## src/acio_pkg.sv

```systemverilog
// ----------------------------------------------------------------------------
// acio_pkg
// Shared types and codes for the sound coprocessor I/O register window.
// ----------------------------------------------------------------------------
package acio_pkg;

  localparam int unsigned ActionW = 3;
  localparam int unsigned OffsetW = 4;
  localparam int unsigned PortW   = 2;
  localparam int unsigned TselW   = 2;
  localparam int unsigned ByteW   = 8;
  localparam int unsigned DidxW   = 7;
  localparam int unsigned NTimers = 3;
  localparam int unsigned NPorts  = 4;
  localparam int unsigned NAux    = 2;
  localparam int unsigned TOutW   = 4;

  // bus actions
  localparam logic [ActionW-1:0] ACT_IO_READ    = 3'd0;
  localparam logic [ActionW-1:0] ACT_IO_WRITE   = 3'd1;
  localparam logic [ActionW-1:0] ACT_HOST_READ  = 3'd2;
  localparam logic [ActionW-1:0] ACT_HOST_WRITE = 3'd3;
  localparam logic [ActionW-1:0] ACT_TOUT_LOAD  = 3'd4;

  // register offsets within the 0xf0-0xff window
  localparam logic [OffsetW-1:0] OFF_TEST       = 4'd0;
  localparam logic [OffsetW-1:0] OFF_CONTROL    = 4'd1;
  localparam logic [OffsetW-1:0] OFF_DSPADDR    = 4'd2;
  localparam logic [OffsetW-1:0] OFF_DSPDATA    = 4'd3;
  localparam logic [OffsetW-1:0] OFF_PORT_FIRST = 4'd4;
  localparam logic [OffsetW-1:0] OFF_PORT_LAST  = 4'd7;
  localparam logic [OffsetW-1:0] OFF_AUX_FIRST  = 4'd8;
  localparam logic [OffsetW-1:0] OFF_AUX_LAST   = 4'd9;
  localparam logic [OffsetW-1:0] OFF_TGT_FIRST  = 4'd10;
  localparam logic [OffsetW-1:0] OFF_TGT_LAST   = 4'd12;
  localparam logic [OffsetW-1:0] OFF_TOUT_FIRST = 4'd13;
  localparam logic [OffsetW-1:0] OFF_TOUT_LAST  = 4'd15;

  // CONTROL bit positions
  localparam int unsigned CTL_CLR_PORTS01 = 4;
  localparam int unsigned CTL_CLR_PORTS23 = 5;
  localparam int unsigned CTL_ROM_EN      = 7;

  // DSP address bit that makes the upper half read-only
  localparam int unsigned DSP_RO_BIT = 7;

  typedef struct packed {
    logic [ActionW-1:0] action;
    logic [OffsetW-1:0] reg_offset;
    logic [PortW-1:0]   port_index;
    logic [ByteW-1:0]   write_data;
    logic               p_flag;
    logic [ByteW-1:0]   dsp_data_in;
    logic [TselW-1:0]   timer_select;
  } req_t;

  typedef struct packed {
    logic [ByteW-1:0]   read_data;
    logic               dsp_read;
    logic               dsp_write;
    logic [DidxW-1:0]   dsp_index;
    logic [ByteW-1:0]   dsp_write_data;
    logic [NTimers-1:0] timer_enable_mask;
    logic [NTimers-1:0] timer_restart_mask;
    logic [ByteW-1:0]   test_bits;
    logic               rom_enable;
    logic               stage_resync;
  } rsp_t;

endpackage

```

## src/acio_if.sv

```systemverilog
// ----------------------------------------------------------------------------
// acio_req_if / acio_rsp_if
// Valid/ready channels for bus requests and their results.
// ----------------------------------------------------------------------------
interface acio_req_if;
  logic                          valid;
  logic                          ready;
  logic [acio_pkg::ActionW-1:0]  action;
  logic [acio_pkg::OffsetW-1:0]  reg_offset;
  logic [acio_pkg::PortW-1:0]    port_index;
  logic [acio_pkg::ByteW-1:0]    write_data;
  logic                          p_flag;
  logic [acio_pkg::ByteW-1:0]    dsp_data_in;
  logic [acio_pkg::TselW-1:0]    timer_select;

  modport source (output valid, action, reg_offset, port_index, write_data, p_flag,
                  dsp_data_in, timer_select, input ready);
  modport sink (input valid, action, reg_offset, port_index, write_data, p_flag,
                dsp_data_in, timer_select, output ready);
endinterface

interface acio_rsp_if;
  logic                          valid;
  logic                          ready;
  logic [acio_pkg::ByteW-1:0]    read_data;
  logic                          dsp_read;
  logic                          dsp_write;
  logic [acio_pkg::DidxW-1:0]    dsp_index;
  logic [acio_pkg::ByteW-1:0]    dsp_write_data;
  logic [acio_pkg::NTimers-1:0]  timer_enable_mask;
  logic [acio_pkg::NTimers-1:0]  timer_restart_mask;
  logic [acio_pkg::ByteW-1:0]    test_bits;
  logic                          rom_enable;
  logic                          stage_resync;

  modport source (output valid, read_data, dsp_read, dsp_write, dsp_index, dsp_write_data,
                  timer_enable_mask, timer_restart_mask, test_bits, rom_enable,
                  stage_resync, input ready);
  modport sink (input valid, read_data, dsp_read, dsp_write, dsp_index, dsp_write_data,
                timer_enable_mask, timer_restart_mask, test_bits, rom_enable,
                stage_resync, output ready);
endinterface

```

## src/audio_cpu_io_register_block_core.sv

```systemverilog
// ----------------------------------------------------------------------------
// audio_cpu_io_register_block_core
// I/O register window 0xf0-0xff of a sound coprocessor with host mailbox.
// ----------------------------------------------------------------------------
//  channel | dir | contents
//  req     | in  | one bus request: action, offset, port, data, P flag, DSP byte, timer select
//  rsp     | out | one result per request: read data, DSP strobes, status
//
//  Every request passes an input register and a result register; one request
//  per cycle is sustained while the result is accepted. Register state is
//  updated as a request moves from the input register into the result register.
//  A stalled result holds both stages; the input register still takes a request
//  while it is empty. Reset clears valid flags and register state to zero.
// ----------------------------------------------------------------------------
module audio_cpu_io_register_block_core (
  input  logic       clk,
  input  logic       rst,
  acio_req_if.sink   req,
  acio_rsp_if.source rsp
);

  // input stage
  logic           s1_valid;
  acio_pkg::req_t s1;
  logic           s1_adv;
  logic           fire;

  // result stage
  logic           res_valid;
  acio_pkg::rsp_t res;
  acio_pkg::rsp_t res_next;

  // register state
  logic [acio_pkg::ByteW-1:0]   test_reg, test_reg_next;
  logic [acio_pkg::NTimers-1:0] timer_enables, timer_enables_next;
  logic [acio_pkg::ByteW-1:0]   timer_targets [acio_pkg::NTimers];
  logic [acio_pkg::ByteW-1:0]   timer_targets_next [acio_pkg::NTimers];
  logic [acio_pkg::TOutW-1:0]   timer_outputs [acio_pkg::NTimers];
  logic [acio_pkg::TOutW-1:0]   timer_outputs_next [acio_pkg::NTimers];
  logic [acio_pkg::ByteW-1:0]   h2c_ports [acio_pkg::NPorts];
  logic [acio_pkg::ByteW-1:0]   h2c_ports_next [acio_pkg::NPorts];
  logic [acio_pkg::ByteW-1:0]   c2h_ports [acio_pkg::NPorts];
  logic [acio_pkg::ByteW-1:0]   c2h_ports_next [acio_pkg::NPorts];
  logic [acio_pkg::ByteW-1:0]   aux_bytes [acio_pkg::NAux];
  logic [acio_pkg::ByteW-1:0]   aux_bytes_next [acio_pkg::NAux];
  logic [acio_pkg::ByteW-1:0]   dsp_address, dsp_address_next;
  logic                         boot_rom_enable, boot_rom_enable_next;

  logic [acio_pkg::NTimers-1:0] rise;
  logic [1:0]                   tgt_idx;
  logic [1:0]                   tout_idx;
  logic [acio_pkg::OffsetW-1:0] tgt_diff;
  logic [acio_pkg::OffsetW-1:0] tout_diff;

  assign s1_adv    = !res_valid || rsp.ready;
  assign fire      = s1_valid && s1_adv;
  assign req.ready = !s1_valid || s1_adv;

  always_ff @(posedge clk) begin
    if (rst) begin
      s1_valid <= 1'b0;
    end else if (req.ready) begin
      s1_valid <= req.valid;
    end
    if (req.valid && req.ready) begin
      s1.action       <= req.action;
      s1.reg_offset   <= req.reg_offset;
      s1.port_index   <= req.port_index;
      s1.write_data   <= req.write_data;
      s1.p_flag       <= req.p_flag;
      s1.dsp_data_in  <= req.dsp_data_in;
      s1.timer_select <= req.timer_select;
    end
  end

  assign tgt_diff  = s1.reg_offset - acio_pkg::OFF_TGT_FIRST;
  assign tout_diff = s1.reg_offset - acio_pkg::OFF_TOUT_FIRST;
  assign tgt_idx   = tgt_diff[1:0];
  assign tout_idx  = tout_diff[1:0];
  assign rise      = s1.write_data[acio_pkg::NTimers-1:0] & ~timer_enables;

  always_comb begin
    test_reg_next        = test_reg;
    timer_enables_next   = timer_enables;
    timer_targets_next   = timer_targets;
    timer_outputs_next   = timer_outputs;
    h2c_ports_next       = h2c_ports;
    c2h_ports_next       = c2h_ports;
    aux_bytes_next       = aux_bytes;
    dsp_address_next     = dsp_address;
    boot_rom_enable_next = boot_rom_enable;
    res_next             = '0;

    case (s1.action)
      acio_pkg::ACT_IO_READ: begin
        case (s1.reg_offset) inside
          acio_pkg::OFF_DSPADDR: res_next.read_data = dsp_address;
          acio_pkg::OFF_DSPDATA: begin
            res_next.dsp_read  = 1'b1;
            res_next.dsp_index = dsp_address[acio_pkg::DidxW-1:0];
            res_next.read_data = s1.dsp_data_in;
          end
          [acio_pkg::OFF_PORT_FIRST:acio_pkg::OFF_PORT_LAST]:
            res_next.read_data = h2c_ports[s1.reg_offset[1:0]];
          [acio_pkg::OFF_AUX_FIRST:acio_pkg::OFF_AUX_LAST]:
            res_next.read_data = aux_bytes[s1.reg_offset[0]];
          [acio_pkg::OFF_TOUT_FIRST:acio_pkg::OFF_TOUT_LAST]: begin
            // timer outputs clear on read
            res_next.read_data = {{(acio_pkg::ByteW-acio_pkg::TOutW){1'b0}},
                                  timer_outputs[tout_idx]};
            timer_outputs_next[tout_idx] = '0;
          end
          default: res_next.read_data = '0;
        endcase
      end
      acio_pkg::ACT_IO_WRITE: begin
        case (s1.reg_offset) inside
          acio_pkg::OFF_TEST: begin
            if (!s1.p_flag) begin
              test_reg_next         = s1.write_data;
              res_next.stage_resync = 1'b1;
            end
          end
          acio_pkg::OFF_CONTROL: begin
            for (int t = 0; t < acio_pkg::NTimers; t++) begin
              if (rise[t]) timer_outputs_next[t] = '0;
            end
            timer_enables_next          = s1.write_data[acio_pkg::NTimers-1:0];
            res_next.timer_restart_mask = rise;
            if (s1.write_data[acio_pkg::CTL_CLR_PORTS01]) begin
              h2c_ports_next[0] = '0;
              h2c_ports_next[1] = '0;
            end
            if (s1.write_data[acio_pkg::CTL_CLR_PORTS23]) begin
              h2c_ports_next[2] = '0;
              h2c_ports_next[3] = '0;
            end
            boot_rom_enable_next = s1.write_data[acio_pkg::CTL_ROM_EN];
          end
          acio_pkg::OFF_DSPADDR: dsp_address_next = s1.write_data;
          acio_pkg::OFF_DSPDATA: begin
            // upper half of the DSP space is a read-only mirror
            if (!dsp_address[acio_pkg::DSP_RO_BIT]) begin
              res_next.dsp_write      = 1'b1;
              res_next.dsp_index      = dsp_address[acio_pkg::DidxW-1:0];
              res_next.dsp_write_data = s1.write_data;
            end
          end
          [acio_pkg::OFF_PORT_FIRST:acio_pkg::OFF_PORT_LAST]:
            c2h_ports_next[s1.reg_offset[1:0]] = s1.write_data;
          [acio_pkg::OFF_AUX_FIRST:acio_pkg::OFF_AUX_LAST]:
            aux_bytes_next[s1.reg_offset[0]] = s1.write_data;
          [acio_pkg::OFF_TGT_FIRST:acio_pkg::OFF_TGT_LAST]:
            timer_targets_next[tgt_idx] = s1.write_data;
          default: ;
        endcase
      end
      acio_pkg::ACT_HOST_READ:  res_next.read_data = c2h_ports[s1.port_index];
      acio_pkg::ACT_HOST_WRITE: h2c_ports_next[s1.port_index] = s1.write_data;
      acio_pkg::ACT_TOUT_LOAD: begin
        if (s1.timer_select < 2'(acio_pkg::NTimers)) begin
          timer_outputs_next[s1.timer_select] = s1.write_data[acio_pkg::TOutW-1:0];
        end
      end
      default: ;
    endcase

    res_next.timer_enable_mask = timer_enables_next;
    res_next.test_bits         = test_reg_next;
    res_next.rom_enable        = boot_rom_enable_next;
  end

  always_ff @(posedge clk) begin
    if (rst) begin
      res_valid       <= 1'b0;
      test_reg        <= '0;
      timer_enables   <= '0;
      dsp_address     <= '0;
      boot_rom_enable <= 1'b0;
      for (int i = 0; i < acio_pkg::NTimers; i++) begin
        timer_targets[i] <= '0;
        timer_outputs[i] <= '0;
      end
      for (int i = 0; i < acio_pkg::NPorts; i++) begin
        h2c_ports[i] <= '0;
        c2h_ports[i] <= '0;
      end
      for (int i = 0; i < acio_pkg::NAux; i++) begin
        aux_bytes[i] <= '0;
      end
    end else begin
      if (s1_adv) begin
        res_valid <= s1_valid;
      end
      if (fire) begin
        test_reg        <= test_reg_next;
        timer_enables   <= timer_enables_next;
        timer_targets   <= timer_targets_next;
        timer_outputs   <= timer_outputs_next;
        h2c_ports       <= h2c_ports_next;
        c2h_ports       <= c2h_ports_next;
        aux_bytes       <= aux_bytes_next;
        dsp_address     <= dsp_address_next;
        boot_rom_enable <= boot_rom_enable_next;
      end
    end
  end

  always_ff @(posedge clk) begin
    if (fire) begin
      res <= res_next;
    end
  end

  assign rsp.valid              = res_valid;
  assign rsp.read_data          = res.read_data;
  assign rsp.dsp_read           = res.dsp_read;
  assign rsp.dsp_write          = res.dsp_write;
  assign rsp.dsp_index          = res.dsp_index;
  assign rsp.dsp_write_data     = res.dsp_write_data;
  assign rsp.timer_enable_mask  = res.timer_enable_mask;
  assign rsp.timer_restart_mask = res.timer_restart_mask;
  assign rsp.test_bits          = res.test_bits;
  assign rsp.rom_enable         = res.rom_enable;
  assign rsp.stage_resync       = res.stage_resync;

`ifndef SYNTHESIS
  a_dsp_one_dir: assert property (@(posedge clk) disable iff (rst)
    res_valid |-> !(res.dsp_read && res.dsp_write))
    else $error("DSP read and write issued together");

  a_restart_enabled: assert property (@(posedge clk) disable iff (rst)
    res_valid |-> ((res.timer_restart_mask & ~res.timer_enable_mask) == '0))
    else $error("restart on a timer that is not enabled");

  a_dsp_data_gated: assert property (@(posedge clk) disable iff (rst)
    (res_valid && !res.dsp_write) |-> (res.dsp_write_data == '0))
    else $error("DSP write data without a DSP write");

  a_state_holds: assert property (@(posedge clk) disable iff (rst)
    !$past(fire) && !$past(rst) |-> $stable(test_reg) && $stable(dsp_address))
    else $error("register state changed without a request");
`endif

endmodule
```

## src/flat_wrapper.sv

```systemverilog
// flat-port wrapper written by rule: the top's interface ports become plain ports
module audio_cpu_io_register_block_core_flat 
  (clk, rst, req_valid, req_action, req_reg_offset, req_port_index, req_write_data, req_p_flag, req_dsp_data_in, req_timer_select, req_ready, rsp_valid, rsp_read_data, rsp_dsp_read, rsp_dsp_write, rsp_dsp_index, rsp_dsp_write_data, rsp_timer_enable_mask, rsp_timer_restart_mask, rsp_test_bits, rsp_rom_enable, rsp_stage_resync, rsp_ready);
  acio_req_if req_i ();
  acio_rsp_if rsp_i ();
  input  logic clk;
  input  logic rst;
  input wire logic [$bits(req_i.valid)-1:0] req_valid;
  input wire logic [$bits(req_i.action)-1:0] req_action;
  input wire logic [$bits(req_i.reg_offset)-1:0] req_reg_offset;
  input wire logic [$bits(req_i.port_index)-1:0] req_port_index;
  input wire logic [$bits(req_i.write_data)-1:0] req_write_data;
  input wire logic [$bits(req_i.p_flag)-1:0] req_p_flag;
  input wire logic [$bits(req_i.dsp_data_in)-1:0] req_dsp_data_in;
  input wire logic [$bits(req_i.timer_select)-1:0] req_timer_select;
  output wire logic [$bits(req_i.ready)-1:0] req_ready;
  output wire logic [$bits(rsp_i.valid)-1:0] rsp_valid;
  output wire logic [$bits(rsp_i.read_data)-1:0] rsp_read_data;
  output wire logic [$bits(rsp_i.dsp_read)-1:0] rsp_dsp_read;
  output wire logic [$bits(rsp_i.dsp_write)-1:0] rsp_dsp_write;
  output wire logic [$bits(rsp_i.dsp_index)-1:0] rsp_dsp_index;
  output wire logic [$bits(rsp_i.dsp_write_data)-1:0] rsp_dsp_write_data;
  output wire logic [$bits(rsp_i.timer_enable_mask)-1:0] rsp_timer_enable_mask;
  output wire logic [$bits(rsp_i.timer_restart_mask)-1:0] rsp_timer_restart_mask;
  output wire logic [$bits(rsp_i.test_bits)-1:0] rsp_test_bits;
  output wire logic [$bits(rsp_i.rom_enable)-1:0] rsp_rom_enable;
  output wire logic [$bits(rsp_i.stage_resync)-1:0] rsp_stage_resync;
  input wire logic [$bits(rsp_i.ready)-1:0] rsp_ready;
  assign req_i.valid = req_valid;
  assign req_i.action = req_action;
  assign req_i.reg_offset = req_reg_offset;
  assign req_i.port_index = req_port_index;
  assign req_i.write_data = req_write_data;
  assign req_i.p_flag = req_p_flag;
  assign req_i.dsp_data_in = req_dsp_data_in;
  assign req_i.timer_select = req_timer_select;
  assign req_ready = req_i.ready;
  assign rsp_valid = rsp_i.valid;
  assign rsp_read_data = rsp_i.read_data;
  assign rsp_dsp_read = rsp_i.dsp_read;
  assign rsp_dsp_write = rsp_i.dsp_write;
  assign rsp_dsp_index = rsp_i.dsp_index;
  assign rsp_dsp_write_data = rsp_i.dsp_write_data;
  assign rsp_timer_enable_mask = rsp_i.timer_enable_mask;
  assign rsp_timer_restart_mask = rsp_i.timer_restart_mask;
  assign rsp_test_bits = rsp_i.test_bits;
  assign rsp_rom_enable = rsp_i.rom_enable;
  assign rsp_stage_resync = rsp_i.stage_resync;
  assign rsp_i.ready = rsp_ready;
  audio_cpu_io_register_block_core u_core (.clk(clk), .rst(rst), .req(req_i), .rsp(rsp_i));
endmodule
```

## config.mk

```make
export PLATFORM = sky130hd
export DESIGN_NAME = audio_cpu_io_register_block_core_flat
export DESIGN_NICKNAME = d
export VERILOG_FILES = /design/src/acio_pkg.sv /design/src/acio_if.sv /design/src/audio_cpu_io_register_block_core.sv /design/src/flat_wrapper.sv
export SDC_FILE = /design/constraint.sdc
export NUM_CORES = 1
export LEC_CHECK = 0
export BUFFER_PORTS_ARGS = -buffer_cell sky130_fd_sc_hd__buf_2
export CORE_MARGIN = 2
export CORE_UTILIZATION = 40
export DETAILED_ROUTE_END_ITERATION = 6
export GPL_TIMING_DRIVEN = 0
export PLACE_DENSITY_LB_ADDON = 0.15
export SLEW_MARGIN = 20
export SYNTH_ARGS = -nofsm -noshare
export SYNTH_HDL_FRONTEND = slang
export SYNTH_SLANG_ARGS = --single-unit
```

## constraint.sdc

```tcl
create_clock -name clk -period 3.8 [get_ports clk]
set_input_delay 0.38 -clock clk [delete_from_list [all_inputs] [get_ports clk]]
set_output_delay 0.38 -clock clk [all_outputs]
set_load 0.01 [all_outputs]
```

==> impl_results.md <==
* Vias/cell at 5.53
* Worst-path fanout max at 10
* Setup Fix Bufs, Post-CTS at 0
* Max Slew Vio Count at 0
* Routed via count at 5,776
* Fin Setup TNS at 0 ns
* Hold Buf Count CTS at 0
* Starting Density at 0.412
* Synth top cells by count: dfxtp_1, edfxtp_1, nor2_1
* Seq cells post-synth at 183
* RSZ-0062 raised after global routing: false
* Overall routed net length at 22,000 µm
* Largest net degree at the start of global routing at 38
* Skew final at 0.00660 ns
* Largest registers: u_core.c2h_ports (32), u_core.h2c_ports (32), u_core.s1 (28)
* Initial antenna violation count at 2
* Seq/Total Area, Yosys at 0.562
* Post-synth top area cell: dfxtp_1
* Worst min path class: in2reg
* Post-synthesis to final-layout area growth at 17.2%
* Global-route wire length before repair at 33,700 µm
* Tmin final at 3.44 ns
* Residual DRC at 0
* Category of the most critical setup path: reg2reg
* Clock tree buffer depth at 2
* Critical Path Sink Type: flip-flop
* Post-synth EDFFs at 69
* GRT Residual Overflow at 0
* Post-Syn Nets at 713
* PwrDens at 461 mW/mm²
* Port-buffer cells at 74
* Sinks on Clock Net at 183
* Synth cell types at 58
* Vias in the first global route at 5,738
* H-tree depth at 4
* CTS tree: done
* Avg WL per Cell at 21.0 µm
* Die ar. at 0.0205 mm²
* Drt first pass iters at 5
* Syn avg cell area at 11.5 µm²
* Core area at 0.0188 mm²
* Layout cell share with drive strength beyond 1 at 0.231
* Cell Area, Synth at 0.00775 mm²
* Max Cap Viol at 0
* GRT Overall Usage at 0.224
* Top-area cell type share of the netlist area at 0.294
* CTS clock-pin slew for the worst setup and hold paths at 0.07 ns
* Final worst slack at 0.361 ns
* Top-count cell post-synth: dfxtp_1
* Routed Antenna Nets at 0
* Status: finished, final reports clean
* Clk root buf: clkbuf_16
* Leak at 3.31 nW
* CP startpoint kind: flip-flop
* Hpwl dp at 15,500 µm
* Later-pin clock latency in the skew report at 0.44 ns
* Relative slew slack at 0.312
* Synth area leaders: dfxtp_1, edfxtp_1, mux2i_1, a22o_1, mux4_2
* I/O pins at 75
* Worst ir drop on vdd at 293 µV
* Setup WS pre-CTS at 0.440 ns
* Fillers at 1,724
* GPL Wtd Cong at 0.878
* Die height at 143 µm
* Worst slew pin tran at 1.03 ns
* Synth Warn # at 0
* Post-synthesis cell count at 676
* Primary FF master, synth: dfxtp_1
* Number of buffers created by CTS at 17
* Crit path arrival time at 3.61 ns
* Core Rows at 50
* Final period util at 0.905
* Count of final setup violators at 0
* Final Hold Viols at 0
* Post-CTS sizing at 0
* Final #Nets at 808
* Worst path required time at 3.97 ns
* Fmax achieved at 291 MHz
* Async SR Flop Fraction at 0
* Ant diodes at 0
* Starting DRT DRC Count at 422
* Die X-Extent at 143 µm
-- area by class of cell --
type	instances	area [µm²]	area share
flip-flops and latches	183	4350	0.479
well taps	260	325	0.0358
multi-input cells	438	3170	0.349
repair buffers	76	418	0.0460
clock inverters	13	148	0.0163
inverters	8	30.0	0.00331
plain buffers	47	206	0.0227
clock buffers	19	433	0.0477
-- worst max-delay path, stage by stage (launching register included) --
cell	delay, ns
edfxtp_1	0.43
buf_2	0.23
buf_2	0.36
inv_1	0.23
ha_1	0.33
buf_1	0.30
mux2_2	0.40
a221o_1	0.34
a211oi_1	0.39
o21ai_0	0.15
-- metal layers --
layer / vias to the layer above / wire [µm] / global-route usage
met5: - / 0 / 0
met4: 0 / 367 / 0.0625
met2: 218 / 10200 / 0.354
met1: 2822 / 9810 / 0.305
met3: 27 / 1600 / 0.0560
li1: 2709 / - / -
-- path summary, 6_finish.rpt --
path	from	end	slack, ns	depth (start not counted)
hold / removal	req_p_flag	u_core.s1[10]$_DFFE_PP_	0.11	1
setup reg to reg	u_core.s1[21]$_DFFE_PP_	u_core.rsp.read_data[2]$_SDFFCE_PN0P_	0.36	9
hold reg to reg	u_core.c2h_ports[12]$_SDFFE_PP0P_	u_core.c2h_ports[12]$_SDFFE_PP0P_	0.46	2
setup / recovery	u_core.s1[21]$_DFFE_PP_	u_core.rsp.read_data[2]$_SDFFCE_PN0P_	0.36	9
-- power breakdown --
group          internal [mW]  leakage (nW)  switching [mW]
sequential              2.09          1.56          0.0324
clock                  0.979         0.276           0.787
combinational         0.0985          1.48           0.203
total                   3.16          3.31            1.02
-- layout by cell type, fill, tap and decap left out, types with 5 or more instances in the layout --
| cell | netlist | routed |
|---|---|---|
| o221ai_1 | 5 | 5 |
| nor2_1 | 61 | 61 |
| inv_1 | 8 | 8 |
| a21oi_1 | 44 | 44 |
| ha_1 | 5 | 5 |
| buf_2 | 17 | 92 |
| nor3_1 | 14 | 13 |
| a32o_1 | 10 | 10 |
| mux2i_1 | 36 | 36 |
| and3_1 | 5 | 5 |
| nand2_1 | 41 | 41 |
| and2_1 | 11 | 10 |
| nand3_1 | 43 | 43 |
| o22ai_1 | 9 | 9 |
| edfxtp_1 | 69 | 69 |
| a22o_1 | 34 | 34 |
| mux4_2 | 12 | 12 |
| o21ai_0 | 7 | 7 |
| a221oi_1 | 7 | 7 |
| mux2_2 | 21 | 21 |
| clkbuf_16 | 0 | 17 |
| clkbuf_1 | 24 | 26 |
| dfxtp_1 | 114 | 114 |
| nor2b_1 | 25 | 25 |
-- per-stage QoR --
stage / util / instance area [µm²] / power, mW / instances / hold WS [ns]
after floorplan: - / 7750 / 2.33 / 676 / 0.433
after global placement: 0.449 / 8450 / 2.45 / 1010 / 0.441
after detailed placement: 0.451 / 8500 / 2.46 / 1012 / 0.446
after CTS: 0.482 / 9080 / 4.21 / 1044 / 0.0980
after global routing: 0.482 / 9080 / 4.33 / 1044 / 0.0885
final: 0.482 / 9080 / 4.19 / 1044 / 0.113
-- logic make-up after synthesis --
group | after synthesis | synth area share
and+or+nand+nor | 228 | 0.160
DFF | 183 | 0.562
AOI/OAI and AO/OA | 136 | 0.128
muxes | 69 | 0.112
buffers and inverters | 55 | 0.0303
adders and majority gates | 5 | 0.00807
Note: power is estimated with default switching activity, not from simulation.
